--- config.mk ---
export PLATFORM = sky130hd
export DESIGN_NAME = rmq_div_pipe
export DESIGN_NICKNAME = d
export VERILOG_FILES = /design/src/rotation_matrix_to_quaternion_defines.svh /design/src/rmq_pkg.sv /design/src/rmq_div_pipe.sv
export SDC_FILE = /design/constraint.sdc
export NUM_CORES = 2
export LEC_CHECK = 0
export ABC_AREA = 1
export BUFFER_PORTS_ARGS = -buffer_cell sky130_fd_sc_hd__buf_2
export CORE_MARGIN = 1.5
export CORE_UTILIZATION = 57
export DETAILED_ROUTE_END_ITERATION = 8
export PLACE_DENSITY = 0.74
export SLEW_MARGIN = 30
export SYNTH_ARGS = -nofsm -noshare
export SYNTH_HDL_FRONTEND = slang
export SYNTH_SLANG_ARGS = --single-unit
--- constraint.sdc ---
create_clock -name clk -period 1.9 [get_ports clk]
set_input_delay 0.38 -clock clk [delete_from_list [all_inputs] [get_ports clk]]
set_output_delay 0.38 -clock clk [all_outputs]
set_load 0.01 [all_outputs]
--- src/rotation_matrix_to_quaternion_defines.svh ---
// assertion macros for the rotation matrix to quaternion block
// used by rotation_matrix_to_quaternion.sv, expects clk and rst_n in scope
`ifndef ROTATION_MATRIX_TO_QUATERNION_DEFINES_SVH
`define ROTATION_MATRIX_TO_QUATERNION_DEFINES_SVH

// same-cycle implication, checked outside reset
`define RMQ_ASSERT_IMP(lbl, ante, cons) \
  lbl: assert property (@(posedge clk) disable iff (!rst_n) (ante) |-> (cons)) \
    else $error("rmq check failed");

// implication after a fixed number of cycles
`define RMQ_ASSERT_LAT(lbl, ante, cons, n) \
  lbl: assert property (@(posedge clk) disable iff (!rst_n) (ante) |-> ## n (cons)) \
    else $error("rmq latency check failed");

`endif

--- src/rmq_pkg.sv ---
// shared types and fixed widths for the rotation matrix to quaternion block
// no dependencies
package rmq_pkg;

  localparam int DATA_WIDTH = 16;
  localparam int FRAC_BITS  = 14;

  // signed branch argument, wide enough for one plus three diagonal terms
  localparam int ARG_W   = DATA_WIDTH + 3;
  // a positive argument stays below 2^(DATA_WIDTH+1)
  localparam int ARG_U_W = DATA_WIDTH + 1;
  localparam int ROOT_W  = (ARG_U_W + FRAC_BITS + 1) / 2;
  localparam int RAD_W   = 2 * ROOT_W;
  localparam int REM_W   = ROOT_W + 2;
  // sum or difference of two elements
  localparam int DIFF_W  = DATA_WIDTH + 1;
  localparam int MAG_W   = DATA_WIDTH + 1;
  localparam int NUM_W   = MAG_W + FRAC_BITS;
  localparam int DEN_W   = ROOT_W + 1;
  // divisor 2*s is at least 2^(FRAC_BITS/2+1), so leading quotient bits are zero
  localparam int DIV_SKIP = FRAC_BITS / 2 + 1;
  localparam int QUO_W    = NUM_W - DIV_SKIP;

  localparam logic signed [ARG_W-1:0] ONE_Q = ARG_W'(1) << FRAC_BITS;

  typedef enum logic [1:0] {
    BR_W,
    BR_X,
    BR_Y,
    BR_Z
  } rmq_branch_t;

  typedef struct packed {
    logic signed [DATA_WIDTH-1:0] m11;
    logic signed [DATA_WIDTH-1:0] m12;
    logic signed [DATA_WIDTH-1:0] m13;
    logic signed [DATA_WIDTH-1:0] m21;
    logic signed [DATA_WIDTH-1:0] m22;
    logic signed [DATA_WIDTH-1:0] m23;
    logic signed [DATA_WIDTH-1:0] m31;
    logic signed [DATA_WIDTH-1:0] m32;
    logic signed [DATA_WIDTH-1:0] m33;
  } rmq_in_t;

  typedef struct packed {
    logic signed [DATA_WIDTH-1:0] quat_w;
    logic signed [DATA_WIDTH-1:0] quat_x;
    logic signed [DATA_WIDTH-1:0] quat_y;
    logic signed [DATA_WIDTH-1:0] quat_z;
    logic                         degenerate;
  } rmq_out_t;

  // per-item control carried alongside the arithmetic
  typedef struct packed {
    rmq_branch_t           br;
    logic                  degen;
    logic [2:0]            neg;
    logic [2:0][MAG_W-1:0] mag;
  } rmq_side_t;

endpackage

--- src/rmq_div_pipe.sv ---
// pipelined restoring divider, one quotient bit per register stage
// depends on rmq_pkg; divisor must be at least 2^DIV_SKIP
module rmq_div_pipe (
  input  logic                       clk,
  input  logic [rmq_pkg::NUM_W-1:0]  in_num,
  input  logic [rmq_pkg::DEN_W-1:0]  in_den,
  output logic [rmq_pkg::QUO_W-1:0]  out_quo
);
  import rmq_pkg::*;

  logic [DEN_W-1:0] rem_r [QUO_W];
  logic [QUO_W-1:0] num_r [QUO_W];
  logic [QUO_W-1:0] quo_r [QUO_W];
  logic [DEN_W-1:0] den_r [QUO_W];

  genvar g;
  generate
    for (g = 0; g < QUO_W; g++) begin : g_stage
      logic [DEN_W-1:0] rem_in;
      logic [QUO_W-1:0] num_in;
      logic [QUO_W-1:0] quo_in;
      logic [DEN_W-1:0] den_in;
      logic [DEN_W:0]   tmp;
      logic [DEN_W:0]   diff;
      logic             ge;
      logic [DEN_W-1:0] rem_nxt;
      logic [QUO_W-1:0] quo_nxt;
      logic [QUO_W-1:0] num_nxt;

      if (g == 0) begin : g_first
        // top numerator bits are below the divisor, start with them as remainder
        assign rem_in = DEN_W'(in_num[NUM_W-1 -: DIV_SKIP]);
        assign num_in = in_num[QUO_W-1:0];
        assign quo_in = '0;
        assign den_in = in_den;
      end else begin : g_next
        assign rem_in = rem_r[g-1];
        assign num_in = num_r[g-1];
        assign quo_in = quo_r[g-1];
        assign den_in = den_r[g-1];
      end

      // shift in one numerator bit, subtract divisor when it fits
      assign tmp     = {rem_in, num_in[QUO_W-1]};
      assign ge      = (tmp >= {1'b0, den_in});
      assign diff    = tmp - {1'b0, den_in};
      assign rem_nxt = ge ? diff[DEN_W-1:0] : tmp[DEN_W-1:0];
      assign quo_nxt = {quo_in[QUO_W-2:0], ge};
      assign num_nxt = num_in << 1;

      always_ff @(posedge clk) begin
        rem_r[g] <= rem_nxt;
        num_r[g] <= num_nxt;
        quo_r[g] <= quo_nxt;
        den_r[g] <= den_in;
      end
    end
  endgenerate

  assign out_quo = quo_r[QUO_W-1];

endmodule

Word-level counts from Yosys, hierarchy flattened:

Memories as Yosys holds them, arrays and structs flattened.
Index checks and enable logic that the tools add are counted.

* add/sub/neg operators: 23
* multipliers: 0
* divide/modulo/power cells: 0
* $lt $le $gt $ge: 23
* eq/ne operators: 0
* shift-type cells: 0
* multiplexer cells: 23
* bitwise operators: 0
* reductions and logical operators: 0

Operators by type and width (count)
* $ge A18 B17 Y1: 22
* $mux W17: 23
* $sub A17 B17 Y17: 22
* $ge A9 B17 Y1: 1
* $sub A9 B17 Y17: 1

* flip-flop bits (word level): 0
* latch bits: 0
* RAM bits: 1817
* bits in read-only memories: 0
* bits of input ports: 49
* output and inout bits: 23
* word-level logic and storage cells: 73
* memories kept: 4

Memories
* quo_r: depth 23, bits a word 23, rd ports 23, clocked after memory_dff 0, write ports 23, RTL line rmq_div_pipe.sv:13 `logic [QUO_W-1:0] quo_r [QUO_W];`
* num_r: depth 23, bits a word 22, rd ports 22, clocked after memory_dff 0, write ports 23, RTL line rmq_div_pipe.sv:12 `logic [QUO_W-1:0] num_r [QUO_W];`
* den_r: depth 23, bits a word 17, rd ports 22, clocked after memory_dff 0, write ports 23, RTL line rmq_div_pipe.sv:14 `logic [DEN_W-1:0] den_r [QUO_W];`
* rem_r: depth 23, bits a word 17, rd ports 22, clocked after memory_dff 0, write ports 23, RTL line rmq_div_pipe.sv:11 `logic [DEN_W-1:0] rem_r [QUO_W];`

Depth between registers and ports, before layout:

An unclocked memory read counts as a cell.

* depth after elaboration: 3
* mapped depth: 15
* gate-level depth less buffers: 14

Worst setup path after synthesis:

OpenSTA, ideal clock, no wires.

* kind: register -> register
* start: memory num_r[2][21] (netlist name)
* end: memory rem_r[2][20] (netlist name)
* setup time: 0.112 ns
* arrival: 1.776 ns
* data required time: 1.788 ns
* slack: 0.013 ns
* cell stages (with the launch flop): 16
* buffers on the path: 1
* clock period less this slack: 1.887 ns
* cell sequence: dfxtp_1 inv_1 ha_1 inv_1 fa_1 nand2_1 nand2_1 nand3b_1 nand2_2 nand2_1 nand2_2 nand2_4 nand2_8 buf_12 nand2_2 nand2_2

RTL lines (RTL line)
* from (decl): rmq_div_pipe.sv:12
* to (decl): rmq_div_pipe.sv:11

==> results.yml <==
outcome:
  status: "finished with violations"
  failed_checks: "setup timing"
pwr:
  clkPwrFrac_pct: 20.7
  powerDensity_nw_per_um2: 1650
  switching_power_uw: 52700
  internal_power_uw: 75100
  seq_power_share_pct: 30.0
  total_power_uw: 128000
  combPwrFrac_pct: 49.3
  ir_drop_v: 0.00107
  p_sw_share_pct: 41.2
  p_leak_uw: 0.0409
yosys:
  yosys_most_used_dff: "dfxtp_1"
  synth_edf_count: 0
  synth_seq_cells: 1277
  syn-num-nets: 8106
  synth_cells: 7652
  syn-cell-area_um2: 57100
  synth_area_leaders: "dfxtp_1 (45%), nand2_1 (18%), inv_1 (9.6%), ha_1 (8.4%), nand3_1 (5.4%)"
  syn_area_per_cell_um2: 7.47
  synthArstFlopShare_pct: 0
  ys_warn_count: 0
  ys_seq_area_share_pct: 44.7
  synth_area_leader_cell: "dfxtp_1"
  synth_top_area_share_pct: 44.7
  ys_types: 43
sta:
  setup_slack_ps: -166
  slew_viol_final: 0
  min_period_ps: 2070
  finalSetupTns_ps: -12290
  slew_headroom_pct: 69.4
  fmax_mhz: 484
  tightest_slew_ps: 456
  final_hold_viol_count: 0
  fin_crit_sh_pct: 109
  fin_worst_skew_ps: 34.3
  grt_setup_unrepaired: "yes"
  finalSetupViolCount: 237
critical_path:
  crit_path_max_incr_delay_ps: 400
  cp-end-kind: "flip-flop"
  cp_max_fo: 8
  arrival_ps: 2740
  criticalPathCategory: "flip-flop to flip-flop"
  crit_chain: "inv_1 > ha_4 > nand2_2 > nor2_4 > inv_2 > nor4_4 > nand2_8 > buf_6 > nand2_8 > nand2_2 > nand2_1"
  cp.required_ps: 2580
  ff2ff_setup_slack_ps: -170
  setup.worst_path.start_class: "flip-flop"
  slowest_stage: "nor4_4"
  reg2reg_depth: 11
route:
  routed-wl-met3_mm: 9.78
  drtIter0Drc: 4218
  drc_errors: 0
  ant_nets: 0
  wl_met2_mm: 81.7
  dr.pass1.iters: 8
  vias: 51700
  m1WireLength_mm: 65.5
  maxUsedRoutingLayer: "met5"
  wirelength_mm: 164
  wl_per_cell_um: 16.4
  viasPerCell: 5.18
placed_design:
  pre_cts_slack_ps: -230
  dp_hpwl_mm: 104
  io_buffers: 71
  place_congestion: 0.932
global_route:
  grt_max_degree: 19
  grt_pass1_vias: 47700
  antenna_found_initial: 2
  grt_overflow_total: 0
  grt_pass1_wl_mm: 233
  track_usage_pct: 28.0
layout:
  nFillCells: 6213
  syn2layout_area_growth_pct: 35.4
  final_util_pct: 78.3
  fin_nets: 9044
  n_antenna_cell: 0
  drive_gt1_share_pct: 29.2
floorplanning:
  core_area_um2: 98900
  pin_count: 72
  fp.dieW_um: 320
  die_h_um: 320
  num_rows: 115
  dieArea_um2: 102000
  start_util_pct: 57.8
cts:
  cts_buffer_depth: 3
  tritoncts: "yes"
  path_clk_slew_ps: 60
  htreeDepth: 4
  clk_latency_ps: 750
  cts-buffers-inserted: 132
  cts_sinks: 1277
  root_buffer: "clkbuf_16"
hold_path:
  hold_path_class: "primary input to flip-flop"
  holdPathStages: 2
run:
  drv_cap: 0
[through the flow]
stage	hold WS [ps]	std cells	cell area [µm²]
6_report	273	9979	77400
5_1_grt	263	9979	77400
4_1_cts	235	9823	70200
3_5_place_dp	312	9422	62300
3_3_place_gp	310	9422	62300
2_1_floorplan	310	7652	57100
[synth_stat cells (2+ instances only)]
library cell	count
nand3_2	4
nor3_2	3
ha_1	383
and2_1	28
buf_12	3
xnor2_1	21
nor3_1	28
nand3_1	620
nor4_1	3
fa_1	22
nor4_4	18
nor2_2	37
nand2_2	107
buf_2	15
a21o_1	2
a21oi_1	205
dfxtp_1	1277
xor2_1	133
inv_2	10
or2_0	6
o21a_1	11
and3_1	18
inv_1	1465
nor3b_2	2
o21bai_1	4
buf_6	17
buf_8	2
a21oi_2	3
buf_4	38
nor2_1	249
nand4_1	48
nor2_8	2
nor2_4	20
nand2_4	39
nand3b_1	12
or2_1	20
nand2_1	2763
nand2_8	2
o21ai_2	8
[path summary, 6_finish.rpt]
path	startpoint	endpoint
worst max-delay path	den_r[0][61]	rem_r[0][77]
worst min-delay path	in_num[8]	num_r[0][8]
worst max register to register	den_r[0][61]	rem_r[0][77]
worst min register to register	num_r[0][34]	num_r[0][57]
[layout make-up]
class / count / area (µm²) / area share, %
Timing Repair Buffer: 826 / 7360 / 9.52
Tap cell: 1287 / 1610 / 2.08
Clock inverter: 62 / 701 / 0.906
Sequential cell: 1277 / 25800 / 33.4
Multi-Input combinational cell: 4878 / 32500 / 42.0
Clock buffer: 174 / 3790 / 4.89
Inverter: 1475 / 5560 / 7.19
[cells by family (layout without fill, tap and decap cells)]
| logic type | after synthesis | in the layout | synth area share (%) |
|---|---|---|---|
| AO/OA/AOI/OAI | 236 | 236 | 2.24 |
| adder cells (fa/ha/maj) | 405 | 405 | 9.16 |
| XOR/XNOR | 154 | 154 | 2.36 |
| AND/OR/NAND/NOR | 4030 | 4083 | 30.7 |
| flip-flops | 1277 | 1277 | 44.7 |
| buffers and inverters | 1550 | 2537 | 10.8 |
[routing by layer]
layer  vias up  track usage [%]
met5         -                0
met4         4             10.0
met3       578             3.52
met2      1989             49.5
met1     24000             34.7
li1      25200                -
[critical path, delay by kind of cell (launching register included)]
kind	cells	cell delay, ps
AND/OR/NAND/NOR	7	1050
flip-flops	1	340
buffers and inverters	3	320
adder cells (fa/ha/maj)	1	290
[what timing repair did]
item	4_1_cts	5_1_grt
hold endpoints to repair	48	0
buffers inserted	83	117
gates resized for setup	369	1268
setup endpoints to repair	354	383
hold buffers	48	0
gates cloned	34	44
pin swaps	151	649
[cells in the final DEF, fill, tap and decap left out, drive strengths merged]
cell and n:
a21o 2, a21oi 208, and2 28, and3 18, buf 769, bufinv 9
clkbuf 183, clkinv 34, clkinvlp 8, dfxtp 1277, dlygate4sd3 48, fa 22
ha 383, inv 1486, nand2 2964, nand3 624, nand3b 13, nand4 48
nor2 308, nor3 31, nor3b 2, nor4 21, o21a 11, o21ai 10
o21bai 4, o22ai 1, or2 26, xnor2 21, xor2 133
[power groups by stage]
| stage | clock network [µW] | logic (µW) | registers [µW] |
|---|---|---|---|
| global placement | 0 | 45200 | 37500 |
| floorplan | 0 | 33500 | 35600 |
| finish | 26400 | 63000 | 38400 |
| CTS | 26700 | 50400 | 37300 |
| global route | 28000 | 69000 | 38700 |
| detailed placement | 0 | 46200 | 37500 |
[sequential cells by signal, indices dropped and copies added (netlist names)]
register,cells
quo_r,276
num_r,253
rem_r,374
den_r,374
No activity file was read; power rests on OpenSTA's default activity.
