<file path="src/rotation_matrix_to_quaternion_defines.svh">
// assertion macros for the rotation matrix to quaternion block
// used by rotation_matrix_to_quaternion.sv, expects clk and rst_n in scope
`ifndef ROTATION_MATRIX_TO_QUATERNION_DEFINES_SVH
`define ROTATION_MATRIX_TO_QUATERNION_DEFINES_SVH

// same-cycle implication, checked outside reset
`define RMQ_ASSERT_IMP(lbl, ante, cons) \
  lbl: assert property (@(posedge clk) disable iff (!rst_n) (ante) |-> (cons)) \
    else $error("rmq check failed");

// implication after a fixed number of cycles
`define RMQ_ASSERT_LAT(lbl, ante, cons, n) \
  lbl: assert property (@(posedge clk) disable iff (!rst_n) (ante) |-> ## n (cons)) \
    else $error("rmq latency check failed");

`endif

</file>
<file path="src/rmq_pkg.sv">
// shared types and fixed widths for the rotation matrix to quaternion block
// no dependencies
package rmq_pkg;

  localparam int DATA_WIDTH = 16;
  localparam int FRAC_BITS  = 14;

  // signed branch argument, wide enough for one plus three diagonal terms
  localparam int ARG_W   = DATA_WIDTH + 3;
  // a positive argument stays below 2^(DATA_WIDTH+1)
  localparam int ARG_U_W = DATA_WIDTH + 1;
  localparam int ROOT_W  = (ARG_U_W + FRAC_BITS + 1) / 2;
  localparam int RAD_W   = 2 * ROOT_W;
  localparam int REM_W   = ROOT_W + 2;
  // sum or difference of two elements
  localparam int DIFF_W  = DATA_WIDTH + 1;
  localparam int MAG_W   = DATA_WIDTH + 1;
  localparam int NUM_W   = MAG_W + FRAC_BITS;
  localparam int DEN_W   = ROOT_W + 1;
  // divisor 2*s is at least 2^(FRAC_BITS/2+1), so leading quotient bits are zero
  localparam int DIV_SKIP = FRAC_BITS / 2 + 1;
  localparam int QUO_W    = NUM_W - DIV_SKIP;

  localparam logic signed [ARG_W-1:0] ONE_Q = ARG_W'(1) << FRAC_BITS;

  typedef enum logic [1:0] {
    BR_W,
    BR_X,
    BR_Y,
    BR_Z
  } rmq_branch_t;

  typedef struct packed {
    logic signed [DATA_WIDTH-1:0] m11;
    logic signed [DATA_WIDTH-1:0] m12;
    logic signed [DATA_WIDTH-1:0] m13;
    logic signed [DATA_WIDTH-1:0] m21;
    logic signed [DATA_WIDTH-1:0] m22;
    logic signed [DATA_WIDTH-1:0] m23;
    logic signed [DATA_WIDTH-1:0] m31;
    logic signed [DATA_WIDTH-1:0] m32;
    logic signed [DATA_WIDTH-1:0] m33;
  } rmq_in_t;

  typedef struct packed {
    logic signed [DATA_WIDTH-1:0] quat_w;
    logic signed [DATA_WIDTH-1:0] quat_x;
    logic signed [DATA_WIDTH-1:0] quat_y;
    logic signed [DATA_WIDTH-1:0] quat_z;
    logic                         degenerate;
  } rmq_out_t;

  // per-item control carried alongside the arithmetic
  typedef struct packed {
    rmq_branch_t           br;
    logic                  degen;
    logic [2:0]            neg;
    logic [2:0][MAG_W-1:0] mag;
  } rmq_side_t;

endpackage

</file>
<file path="src/rmq_sqrt_pipe.sv">
// pipelined integer square root, one root bit per register stage
// depends on rmq_pkg
module rmq_sqrt_pipe (
  input  logic                        clk,
  input  logic [rmq_pkg::RAD_W-1:0]   in_rad,
  output logic [rmq_pkg::ROOT_W-1:0]  out_root
);
  import rmq_pkg::*;

  logic [REM_W-1:0]  rem_r  [ROOT_W];
  logic [ROOT_W-1:0] root_r [ROOT_W];
  logic [RAD_W-1:0]  rad_r  [ROOT_W];

  genvar g;
  generate
    for (g = 0; g < ROOT_W; g++) begin : g_stage
      logic [REM_W-1:0]  rem_in;
      logic [ROOT_W-1:0] root_in;
      logic [RAD_W-1:0]  rad_in;
      logic [REM_W+1:0]  tmp;
      logic [REM_W+1:0]  trial;
      logic [REM_W+1:0]  diff;
      logic              ge;
      logic [REM_W-1:0]  rem_nxt;
      logic [ROOT_W-1:0] root_nxt;
      logic [RAD_W-1:0]  rad_nxt;

      if (g == 0) begin : g_first
        assign rem_in  = '0;
        assign root_in = '0;
        assign rad_in  = in_rad;
      end else begin : g_next
        assign rem_in  = rem_r[g-1];
        assign root_in = root_r[g-1];
        assign rad_in  = rad_r[g-1];
      end

      // bring down two radicand bits, try 4*root+1
      assign tmp      = {rem_in, rad_in[RAD_W-1 -: 2]};
      assign trial    = (REM_W+2)'({root_in, 2'b01});
      assign ge       = (tmp >= trial);
      assign diff     = tmp - trial;
      assign rem_nxt  = ge ? diff[REM_W-1:0] : tmp[REM_W-1:0];
      assign root_nxt = {root_in[ROOT_W-2:0], ge};
      assign rad_nxt  = rad_in << 2;

      always_ff @(posedge clk) begin
        rem_r[g]  <= rem_nxt;
        root_r[g] <= root_nxt;
        rad_r[g]  <= rad_nxt;
      end
    end
  endgenerate

  assign out_root = root_r[ROOT_W-1];

endmodule

</file>
<file path="config.mk">
export PLATFORM = sky130hd
export DESIGN_NAME = rmq_sqrt_pipe
export DESIGN_NICKNAME = d
export VERILOG_FILES = /design/src/rotation_matrix_to_quaternion_defines.svh /design/src/rmq_pkg.sv /design/src/rmq_sqrt_pipe.sv
export SDC_FILE = /design/constraint.sdc
export NUM_CORES = 1
export LEC_CHECK = 0
export BUFFER_PORTS_ARGS = -buffer_cell sky130_fd_sc_hd__buf_2
export CAP_MARGIN = 20
export CORE_ASPECT_RATIO = 2
export CORE_MARGIN = 2
export CORE_UTILIZATION = 62
export DETAILED_ROUTE_END_ITERATION = 8
export PLACE_DENSITY = 0.88
export SYNTH_ARGS = -nofsm -noshare
export SYNTH_HDL_FRONTEND = slang
export SYNTH_SLANG_ARGS = --single-unit
</file>
<file path="constraint.sdc">
create_clock -name clk -period 3.5 [get_ports clk]
set_clock_uncertainty 0.15 [all_clocks]
set_input_delay 0.525 -clock clk [delete_from_list [all_inputs] [get_ports clk]]
set_output_delay 0.525 -clock clk [all_outputs]
set_load 0.1 [all_outputs]
</file>
== Word-level counts from Yosys, hierarchy flattened ==
Memory sizes are Yosys's and may differ from the RTL's.
Cells that the tools add are included.
Widths: inputs -> output; s select.
Word-level totals
  register bits after elaboration: 0
  bits in writable memories: 1024
  input port bits: 33
  output and inout bits: 16
  logic and storage cells: 51
  memories kept: 3
Operators by class
  add/sub/neg operators: 16
  magnitude comparators: 16
  muxes and demuxes: 16
Memories
  rad_r: depth 16, width 30, rd ports 15, clocked after memory_dff 0, wr ports 16, RTL line rmq_sqrt_pipe.sv:12  | logic [RAD_W-1:0] rad_r [ROOT_W];
  rem_r: depth 16, width 18, rd ports 15, clocked after memory_dff 0, wr ports 16, RTL line rmq_sqrt_pipe.sv:10  | logic [REM_W-1:0] rem_r [ROOT_W];
  root_r: depth 16, width 16, rd ports 16, clocked after memory_dff 0, wr ports 16, RTL line rmq_sqrt_pipe.sv:11  | logic [ROOT_W-1:0] root_r [ROOT_W];
Operators with widths (number)
  $ge 20x18->1: 15
  $mux 18: 16
  $sub 18x18->18: 15
  $sub 2x1->3 const B: 1
  $ge 2x1->1 const B: 1

== Logic depth before layout (Yosys ltp) ==
Gate-level depths: netlist of run 1.
An unclocked memory read counts as a cell.
  depth after elaboration: 3
  gate-level depth with buffers: 11
  gate-level depth less buffers: 9

== Worst setup path before layout of run 1 ==
No wires, ideal clock.
  path type: reg2reg
  from: memory root_r[0][102] in the netlist's numbering
  to: memory rem_r[0][132] in the netlist's numbering
  setup time: 0.121 ns
  data arrival time: 2.669 ns
  required time: 3.229 ns
  path slack: 0.560 ns
  stages on the path, launching flop included: 10
  path buffers: 1
  period minus slack after synthesis: 2.940 ns
  cell sequence: dfxtp_1 -> inv_1 -> ha_1 -> or4_4 -> or3_4 -> or3_4 -> or3_4 -> buf_6 -> nor2_8 -> mux2_4
RTL lines (RTL line)
  start, declared: rmq_sqrt_pipe.sv:11
  end, declared: rmq_sqrt_pipe.sv:10

==> results of run 1 <==
## registers in the layout, summed over array words and instances, names as in the netlist
signal and flops:
rem_r 250, rad_r 240, root_r 136
## placed cells by master (no fill, tap or decap), drive strengths merged, types with 33 or more instances in the layout
cell	synthesis	routed
buf	6	70
inv	191	196
nor2	130	130
dlygate4sd3	0	33
o21ai	78	78
o21a	33	33
nor3	68	68
xor2	74	74
clkbuf	21	58
nand3	46	46
nand2	73	73
nor4	33	33
ha	153	153
xnor2	106	106
mux2	57	57
dfxtp	626	626
a21oi	123	123
## worst max-delay path by stage
stage / slack [ps] / depth (start not counted) / endpoint
floorplan: 560 / 9 / rem_r[0][132]
global placement: 520 / 8 / rem_r[0][128]
detailed placement: 450 / 8 / rem_r[0][132]
CTS: 430 / 8 / rem_r[0][129]
global route: 300 / 9 / rem_r[1][69]
finish: 430 / 8 / rem_r[0][129]
## per-stage QoR
step	cells	total power [mW]
after global routing	2795	20.0
after CTS	2795	19.3
after global placement	2670	13.2
final	2795	19.3
after floorplan	2173	12.1
after detailed placement	2670	13.4
## area by class of cell
cell class	instances	area [um^2]	share of cell area (%)
clock buffers	58	1330	5.12
clock inverters	34	413	1.59
inverters	192	721	2.78
multi-input cells	1328	9650	37.2
flip-flops and latches	626	12500	48.3
well taps	454	568	2.19
repair buffers	103	748	2.88
## where the power goes
part	total (mW)	switching, mW	internal, mW
combinational	4.11	2.25	1.85
clock	5.87	2.64	3.23
sequential	9.31	0.921	8.39
## cell families after synthesis
group,after synthesis,synth area share (%)
flip-flops,626,54.5
AND/OR/NAND/NOR,522,11.9
AO/OA/AOI/OAI,403,11.4
buffers and inverters,219,3.64
XOR/XNOR,180,6.85
adder cells (fa/ha/maj),153,8.32
multiplexers,69,3.41
other,1,0.0163
## cell usage after synthesis (10+ instances only)
| library cell | instances |
|---|---|
| a211oi_1 | 16 |
| a21o_1 | 30 |
| a21oi_1 | 123 |
| and3_1 | 13 |
| clkbuf_1 | 21 |
| dfxtp_1 | 626 |
| ha_1 | 153 |
| inv_1 | 190 |
| mux2_2 | 51 |
| mux2i_1 | 12 |
| nand2_1 | 73 |
| nand2b_1 | 26 |
| nand3_1 | 46 |
| nand3b_1 | 10 |
| nand4_1 | 18 |
| nor2_1 | 129 |
| nor2b_1 | 21 |
| nor3_1 | 68 |
| nor4_1 | 33 |
| o211ai_1 | 10 |
| o21a_1 | 33 |
| o21ai_0 | 78 |
| o31ai_1 | 15 |
| or2_2 | 15 |
| or3_1 | 19 |
| or4_1 | 11 |
| xnor2_1 | 106 |
| xor2_1 | 74 |
## repair_timing
item / in CTS / in global routing
hold endpoints to repair: 33 / 0
setup endpoints to repair: 0 / 0
hold buffers: 33 / 0
## routing by layer
metal  track usage, %  vias to the layer above  share of wire (%)
met3             3.78                      278                3.2
met4             22.8                        0                9.4
met5                0                        -                  0
met1             20.3                     7730                 29
li1                 -                     7784                  -
met2             58.0                      531                 58
==> summary.txt, run 1 <==
Floorplan
  • Starting density of the core: 63.0%
  • Core area: 36,500 um^2
  • Row count: between 90 and 100
  • Number of I/O pins: 49
  • Die Height: ~280 um
  • Die width: 140 um
  • Die area: 38,800 um^2

Placed design
  • Post-DP Area: between 20,000 and 25,000 um^2
  • Detailed Place HPWL: 39,200 um
  • Setup Slack @ Placement: between 400 and 500 ps
  • Port Buffers: 48
  • Final GP Congestion: 0.975

Worst hold path
  • Hold Path Cell Cnt: 0
  • Hold Path Class: register to register
  • Worst hold path endpoint: rad_r[1][118]
  • Hold Startpoint: rad_r[1][86]

Finish
  • Util after Layout: 71.0%
  • Final nets: between 2,000 and 2,500
  • Area Growth Syn to Fin: 12.8%
  • Antenna cell count: 0
  • Fillers: 2,465
  • Share of layout cells above drive strength 1: 10.6%
  • Final cell area excluding filler cells: 26,000 um^2

Setup path
  • Type of origin of the critical path: register
  • Setup crit start: root_r[0][102]
  • Reg2Reg Setup Slack: ~430 ps
  • Reg2Reg Launch Point: root_r[0][102]
  • WP buf/inv: 1
  • Crit path DAT: 3410 ps
  • Crit path max fanout: 10
  • WS Path Type: register to register
  • Most used cell, CP: or3_4
  • Setup crit end kind: register
  • Worst EP required: 3840 ps
  • R2r worst-path depth: 8
  • Largest stage delay, worst path: 460 ps
  • Delay-heaviest family, CP: simple AND/OR/NAND/NOR gates
  • R2r endpoint: rem_r[0][129]
  • CP max stage cell: or3_4
  • CP Cell Sequence: inv_1 -> ha_1 -> or4_4 -> or3_4 -> or3_4 -> or3_4 -> nor2_8 -> mux2_4

Drt
  • Avg WL per Cell: around 19 um
  • ANT nets after route: 0
  • Via density: slightly below 6
  • First DRT Iteration DRCs: a little over 800
  • Residual DRC count: 0
  • Routed wire length: 54,300 um
  • Drt pass-1 iters: 5
  • Vias: 16,300

GRT
  • Vias in the first global route: 17,400
  • First-pass GRT wire length: 84,600 um
  • Largest net degree at the start of global routing: 29
  • Total Routing Usage GR: roughly 28%
  • Grt ovf: 0
  • Antenna violations before repair: 0

Logic synthesis
  • Syn avg cell area: 10.6 um^2
  • Synth async-reset ratio: 0%
  • Gate Count Post-Synth: 2,173
  • Post-synth EDFFs: 0
  • Area share of the largest cell type after synthesis: 54.5%
  • Syn nets: 2,359
  • Most area-consuming cells after synthesis: dfxtp_1, ha_1, xnor2_1
  • Synth Flop Type: dfxtp_1
  • Synth unique cells: between 70 and 80
  • Post-Syn Area: 23,000 um^2
  • Dominant cell type by area after synthesis: dfxtp_1
  • Seq/Total Area, Yosys: a little over half
  • FF+latch count, synth: 626
  • Synth Warn #: 0

Timing
  • RSZ-0062 raised after global routing: no
  • Worst-Margin Slew: 965 ps
  • Final Hold Viols: 0
  • Setup TNS: 0 ps
  • Final Max Slew Viols: 0
  • Fmax: 326 MHz
  • Crit path time final: 3070 ps
  • Setup violations, final: 0
  • Final worst-path cycle share: between 80 and 90%
  • Final WS setup: roughly 430 ps
  • Slew Limit Headroom: a little over a third
  • Min Hold Slack: 175 ps

Clock tree
  • Num Clock Sinks: 626
  • Post-CTS Resized: 0
  • Setup bufs post-CTS: 0
  • Clock-pin slew on the worst setup and hold paths: 70 ps
  • CTS H-tree depth: 2
  • Clock Tree Root: clkbuf_16
  • CTS Buf Count: 49
  • Worst-skew pair later-pin latency: 590 ps
  • CTS tree: yes
  • Longest Clk Path Bufs: 3

Power
  • Max VDD drop: 0.687 mV
  • Static Leak: 12.1 nW
  • Power density cells: 743 nW/um^2

Job
  • Max-cap violations: 0

Status
  • Run status: completed
Power figures use the tool's default switching activity.
==> inputs of run 2 (changes only) <==
Settings changed: RECOVER_POWER from default to 100.
Clock period 3.5 ns to 3.3 ns, I/O delays scaled along.
==> run 2 against run 1 <==
Combinational power up 5.6%. Fmax down 3.7%. Clock power up 7.2%. Design area unchanged. Critical path type unchanged.
==> summary.txt, run 2 (synthesis gave the netlist of run 1 again) <==
Drt
  • Via density: between 5 and 6
  • Routed wire length: 54,200 um
  • ANT nets after route: 0
  • Residual DRC count: 0
  • First DRT Iteration DRCs: 703
  • Vias: 16,300
  • Avg WL per Cell: 19.3 um
  • Drt pass-1 iters: 5

Finish
  • Antenna cell count: 0
  • Share of layout cells above drive strength 1: 9.06%
  • Finished Layout Cells: between 2,000 and 3,000
  • Util after Layout: between 70% and 80%
  • Most common cell after layout, fill and taps aside: dfxtp_1
  • Final cell area excluding filler cells: 26,000 um^2
  • Fillers: 2,493
  • Biggest register: rem_r
  • Area Growth Syn to Fin: 12.8%
  • Max FFs per register: 250
  • Top flop regs: rem_r (250), rad_r (240), root_r (136)
  • Final nets: 2,497
  • Most frequent cells in the layout: dfxtp_1, inv_1, ha_1

Timing
  • Final WS setup: 114 ps
  • Slew Limit Headroom: between 20% and 30%
  • Setup violations, final: 0
  • Worst-Margin Slew: 1190 ps
  • Setup TNS: 0 ps
  • Crit path time final: 3190 ps
  • Final Hold Viols: 0
  • Fmax: 314 MHz
  • Final Max Slew Viols: 0
  • Final worst-path cycle share: 96.5%
  • RSZ-0062 raised after global routing: no

GRT
  • Total Routing Usage GR: approximately 28%
  • First-pass GRT wire length: 85,400 um
  • Largest net degree at the start of global routing: 29
  • Antenna violations before repair: 0
  • Vias in the first global route: 17,800
  • Grt ovf: 0

Power
  • Max VDD drop: 0.823 mV
  • Static Leak: 12.1 nW
  • Power density cells: 789 nW/um^2

Worst hold path
  • Hold Path Class: register to register

Floorplan
  • Die area: 38,800 um^2
  • Die width: 140 um
  • Starting density of the core: between 60% and 70%
  • Number of I/O pins: 49
  • Die Height: 276 um
  • Core area: 36,500 um^2
  • Row count: 99

Setup path
  • Reg2Reg Setup Slack: 110 ps
  • Worst EP required: ~3600 ps
  • Crit path to: rem_r[1][0]
  • Largest stage delay, worst path: around 500 ps
  • Crit path max fanout: 12
  • R2r worst-path depth: 9
  • Type of origin of the critical path: register
  • Setup crit start: root_r[0][112]
  • R2r endpoint: rem_r[1][0]
  • CP Cell Sequence: inv_1 -> ha_1 -> nor2b_1 -> o311a_1 -> o211ai_1 -> nand4_1 -> clkbuf_1 -> xnor2_1 -> clkbuf_1
  • CP max stage cell: dfxtp_1
  • Crit path DAT: 3510 ps
  • Most used cell, CP: clkbuf_1
  • Reg2Reg Launch Point: root_r[0][112]
  • WS Path Type: register to register
  • Setup crit end kind: register

Clock tree
  • CTS Buf Count: 50
  • Num Clock Sinks: between 600 and 700
  • CTS H-tree depth: 2
  • Worst-skew pair later-pin latency: around 600 ps
  • Longest Clk Path Bufs: 3
  • CTS tree: yes
  • Clock-pin slew on the worst setup and hold paths: approximately 70 ps
  • Clock Tree Root: clkbuf_16
  • Setup bufs post-CTS: 0
  • Post-CTS Resized: 0
  • Hold_buf cts: 33

Status
  • Run status: completed

Placed design
  • Post-DP Area: 24,000 um^2
  • Placed cell count: between 2,000 and 3,000
  • Final GP Congestion: around 1.0
  • Port Buffers: 48
  • Setup Slack @ Placement: ~260 ps
  • Detailed Place HPWL: roughly 40,000 um

Job
  • Max-cap violations: 0
run 2: changes by cell type in the layout (fill, tap and decap cells not counted), sizes merged:
cell / change
buf: -25
bufinv: +1
clkbuf: +40
clkinv: +1
clkinvlp: -4
inv: -4
run 2: layout make-up:
cell class / instances / area, um^2 / area share (%)
sequential: 626 / 12500 / 48.3
multi-input combinational: 1328 / 9630 / 37.1
clock buffer: 63 / 1390 / 5.36
timing repair buffer: 113 / 743 / 2.86
inverter: 192 / 721 / 2.78
tap: 454 / 568 / 2.19
clock inverter: 28 / 375 / 1.45
run 2: critical path: cells and delay by family (launching register included):
family          cells  cell delay [ps]
buf+inv             3              690
compound gates      2              800
simple gates        2              350
fa+ha+maj           1              340
flops               1              500
xor+xnor            1              220
run 2: how the worst min path moves through the flow:
| stage | start | end | slack [ps] | cells after the start |
|---|---|---|---|---|
| 2_1_floorplan | rad_r[0][68] | rad_r[0][100] | 160 | 0 |
| 3_3_place_gp | rad_r[0][206] | rad_r[0][238] | 160 | 0 |
| 3_5_place_dp | rad_r[0][164] | rad_r[0][196] | 160 | 0 |
| 4_1_cts | rad_r[0][108] | rad_r[0][140] | 160 | 0 |
| 5_1_grt | rad_r[0][207] | rad_r[0][239] | 180 | 0 |
| 6_report | rad_r[0][64] | rad_r[0][96] | 160 | 0 |
run 2: through the flow:
step	hold WS [ps]	total power, mW
floorplan	160	12.9
global placement	160	14.0
detailed placement	162	14.2
CTS	163	20.5
global route	179	21.4
finish	165	20.5
run 2: power breakdown:
group          leakage (nW)  internal [mW]  total [mW]  switching (mW)
Clock                 0.861           3.57        6.29            2.72
Combinational          5.97           1.95        4.34            2.39
Sequential             5.24           8.90        9.85           0.945
run 2: metal layers:
| layer | up-vias | wire, um | global-route usage (%) |
|---|---|---|---|
| met1 | 7749 | 15700 | 20.4 |
| li1 | 7831 | - | - |
| met2 | 507 | 32000 | 58.9 |
| met4 | 0 | 4850 | 22.5 |
| met3 | 261 | 1630 | 3.45 |
| met5 | - | 0 | 0 |
==> inputs of run 3 (changes only) <==
Settings changed: CORE_UTILIZATION 62 to 64, CTS_BUF_LIST from default to sky130_fd_sc_hd__clkbuf_2 sky130_fd_sc_hd__clkbuf_4 sky130_fd_sc_hd__clkbuf_8, PLACE_DENSITY 0.88 to 0.9.
==> run 3 against run 2 <==
Sequential power grew 0.6%. Via count grew 4.7%. Routed wire length grew 5.3%. Non-clock buffer count shrank 4. Critical path depth shrank 1. Critical endpoint is now rem_r[0][128]. Sequential share of layout area is essentially flat. Combinational power is essentially flat. Cell count grew 1.8%. Critical path type unchanged. Largest cell class unchanged. Global-route usage grew 2.2 points.
==> summary.txt, run 3 (synthesis gave the netlist of run 1 again) <==
Setup path
  • Most used cell, CP: or3_1
  • WP buf/inv: 1
  • Crit path DAT: 3540 ps
  • Worst EP required: 3680 ps
  • Delay-heaviest family, CP: simple AND/OR/NAND/NOR gates
  • R2r worst-path depth: 8
  • Reg2Reg Setup Slack: 140 ps
  • Reg2Reg Launch Point: root_r[0][102]
  • CP max stage cell: or4_1
  • Crit path max fanout: 10
  • WS Path Type: register to register
  • R2r endpoint: rem_r[0][128]
  • Setup crit end kind: register
  • Type of origin of the critical path: register
  • CP Cell Sequence: inv_1 -> ha_1 -> or4_1 -> or3_1 -> or3_1 -> or3_4 -> nor2_8 -> mux2_4
  • Largest stage delay, worst path: 480 ps

Finish
  • Area Growth Syn to Fin: 12.8%
  • Top flop regs: rem_r (250), rad_r (240), root_r (136)
  • Multi-input gate area: 9630 um^2
  • Final nets: 2,525
  • Most common cell after layout, fill and taps aside: dfxtp_1
  • Register Area: 12,500 um^2
  • Max FFs per register: 250
  • Biggest register: rem_r
  • Finished Layout Cells: 2,854
  • Most frequent cells in the layout: dfxtp_1, inv_1, ha_1
  • Fillers: 2,350
  • Share of layout cells above drive strength 1: 11.4%

Timing
  • Worst-Margin Slew: 1190 ps
  • Setup violations, final: 0
  • Crit path time final: around 3200 ps
  • Fmax: 317 MHz
  • RSZ-0062 raised after global routing: no
  • Final Hold Viols: 0
  • Slew Limit Headroom: between 20% and 30%
  • Final worst-path cycle share: 95.7%
  • Setup TNS: 0 ps
  • Final Max Slew Viols: 0

Placed design
  • Placed cell count: 2,672
  • Final GP Congestion: between 0.9 and 1
  • Detailed Place HPWL: 39,900 um
  • Port Buffers: 48

Drt
  • Via density: 6.00
  • Vias: approximately 17,000
  • First DRT Iteration DRCs: ~900
  • ANT nets after route: 0
  • Avg WL per Cell: 20.0 um
  • Drt pass-1 iters: 7
  • Residual DRC count: 0
  • Routed wire length: roughly 57,000 um

Clock tree
  • Clock-pin slew on the worst setup and hold paths: 70 ps
  • Post-CTS Resized: 0
  • Setup bufs post-CTS: 0
  • Hold_buf cts: 33
  • CTS H-tree depth: 3
  • Num Clock Sinks: 626
  • Worst-skew pair later-pin latency: 680 ps
  • CTS Buf Count: 82
  • Clock Tree Root: clkbuf_8
  • CTS tree: yes
  • Longest Clk Path Bufs: 3

Worst hold path
  • Worst hold path endpoint: rad_r[1][52]
  • Hold Startpoint: rad_r[1][20]
  • Hold Path Class: register to register
  • Hold Path Cell Cnt: 0

GRT
  • Largest net degree at the start of global routing: 26
  • Antenna violations before repair: 1
  • Vias in the first global route: ~18,000
  • Grt ovf: 0
  • Total Routing Usage GR: a little under a third
  • First-pass GRT wire length: 89,400 um

Power
  • Power density cells: 786 nW/um^2
  • Static Leak: approximately 12 nW
  • Max VDD drop: approximately 0.68 mV

Job
  • Max-cap violations: 0

Floorplan
  • Starting density of the core: 64.7%
  • Die width: 138 um
  • Number of I/O pins: 49
  • Die Height: 272 um
  • Core area: 35,600 um^2
  • Die area: between 30,000 and 40,000 um^2
  • Row count: just under 100

Status
  • Run status: completed
## run 3: report_power, final
| part | internal (mW) | leakage, nW | switching [mW] | total, mW |
|---|---|---|---|---|
| Clock | 3.34 | 0.969 | 2.82 | 6.16 |
| Combinational | 1.94 | 5.95 | 2.41 | 4.34 |
| Sequential | 8.90 | 5.24 | 1.00 | 9.91 |
| Total | 14.2 | 12.2 | 6.22 | 20.4 |
## run 3: cell type report
class,instances,area share [%]
flip-flops and latches,626,48.3
diodes,1,0.00964
well taps,450,2.17
clock buffers,130,6.31
inverters,192,2.78
repair buffers,109,2.69
multi-input cells,1328,37.1
clock inverters,18,0.675
## run 3: routing by layer
metal | global-route usage [%] | up-vias | part of all wire (%)
met5 | 0 | - | 0
met4 | 31.3 | 0 | 11
met3 | 4.32 | 368 | 4.1
met2 | 60.8 | 763 | 56
met1 | 21.8 | 8089 | 28
li1 | - | 7890 | -
## run 3: how the worst max path moves through the flow
stage / startpoint / end / slack, ps / cells past startpoint
floorplan: root_r[0][102] / rem_r[0][132] / 360 / 9
global placement: root_r[0][102] / rem_r[0][129] / 330 / 8
detailed placement: root_r[0][102] / rem_r[0][131] / 260 / 8
CTS: root_r[0][102] / rem_r[0][128] / 230 / 8
global route: root_r[0][102] / rem_r[0][131] / 70 / 8
finish: root_r[0][102] / rem_r[0][128] / 140 / 8
## run 3: per-stage QoR
stage               hold slack (ps)  area [um^2]  utilization, %  setup WS (ps)  total power, mW
detailed placement              162        23900            67.2            264             14.2
CTS                             168        26100            73.3            231             20.3
finish                          159        26000            73.0            142             20.4
global placement                160        23900            67.2            330             13.9
floorplan                       160        23000               -            360             12.9
global route                    167        26000            73.0           69.7             21.3
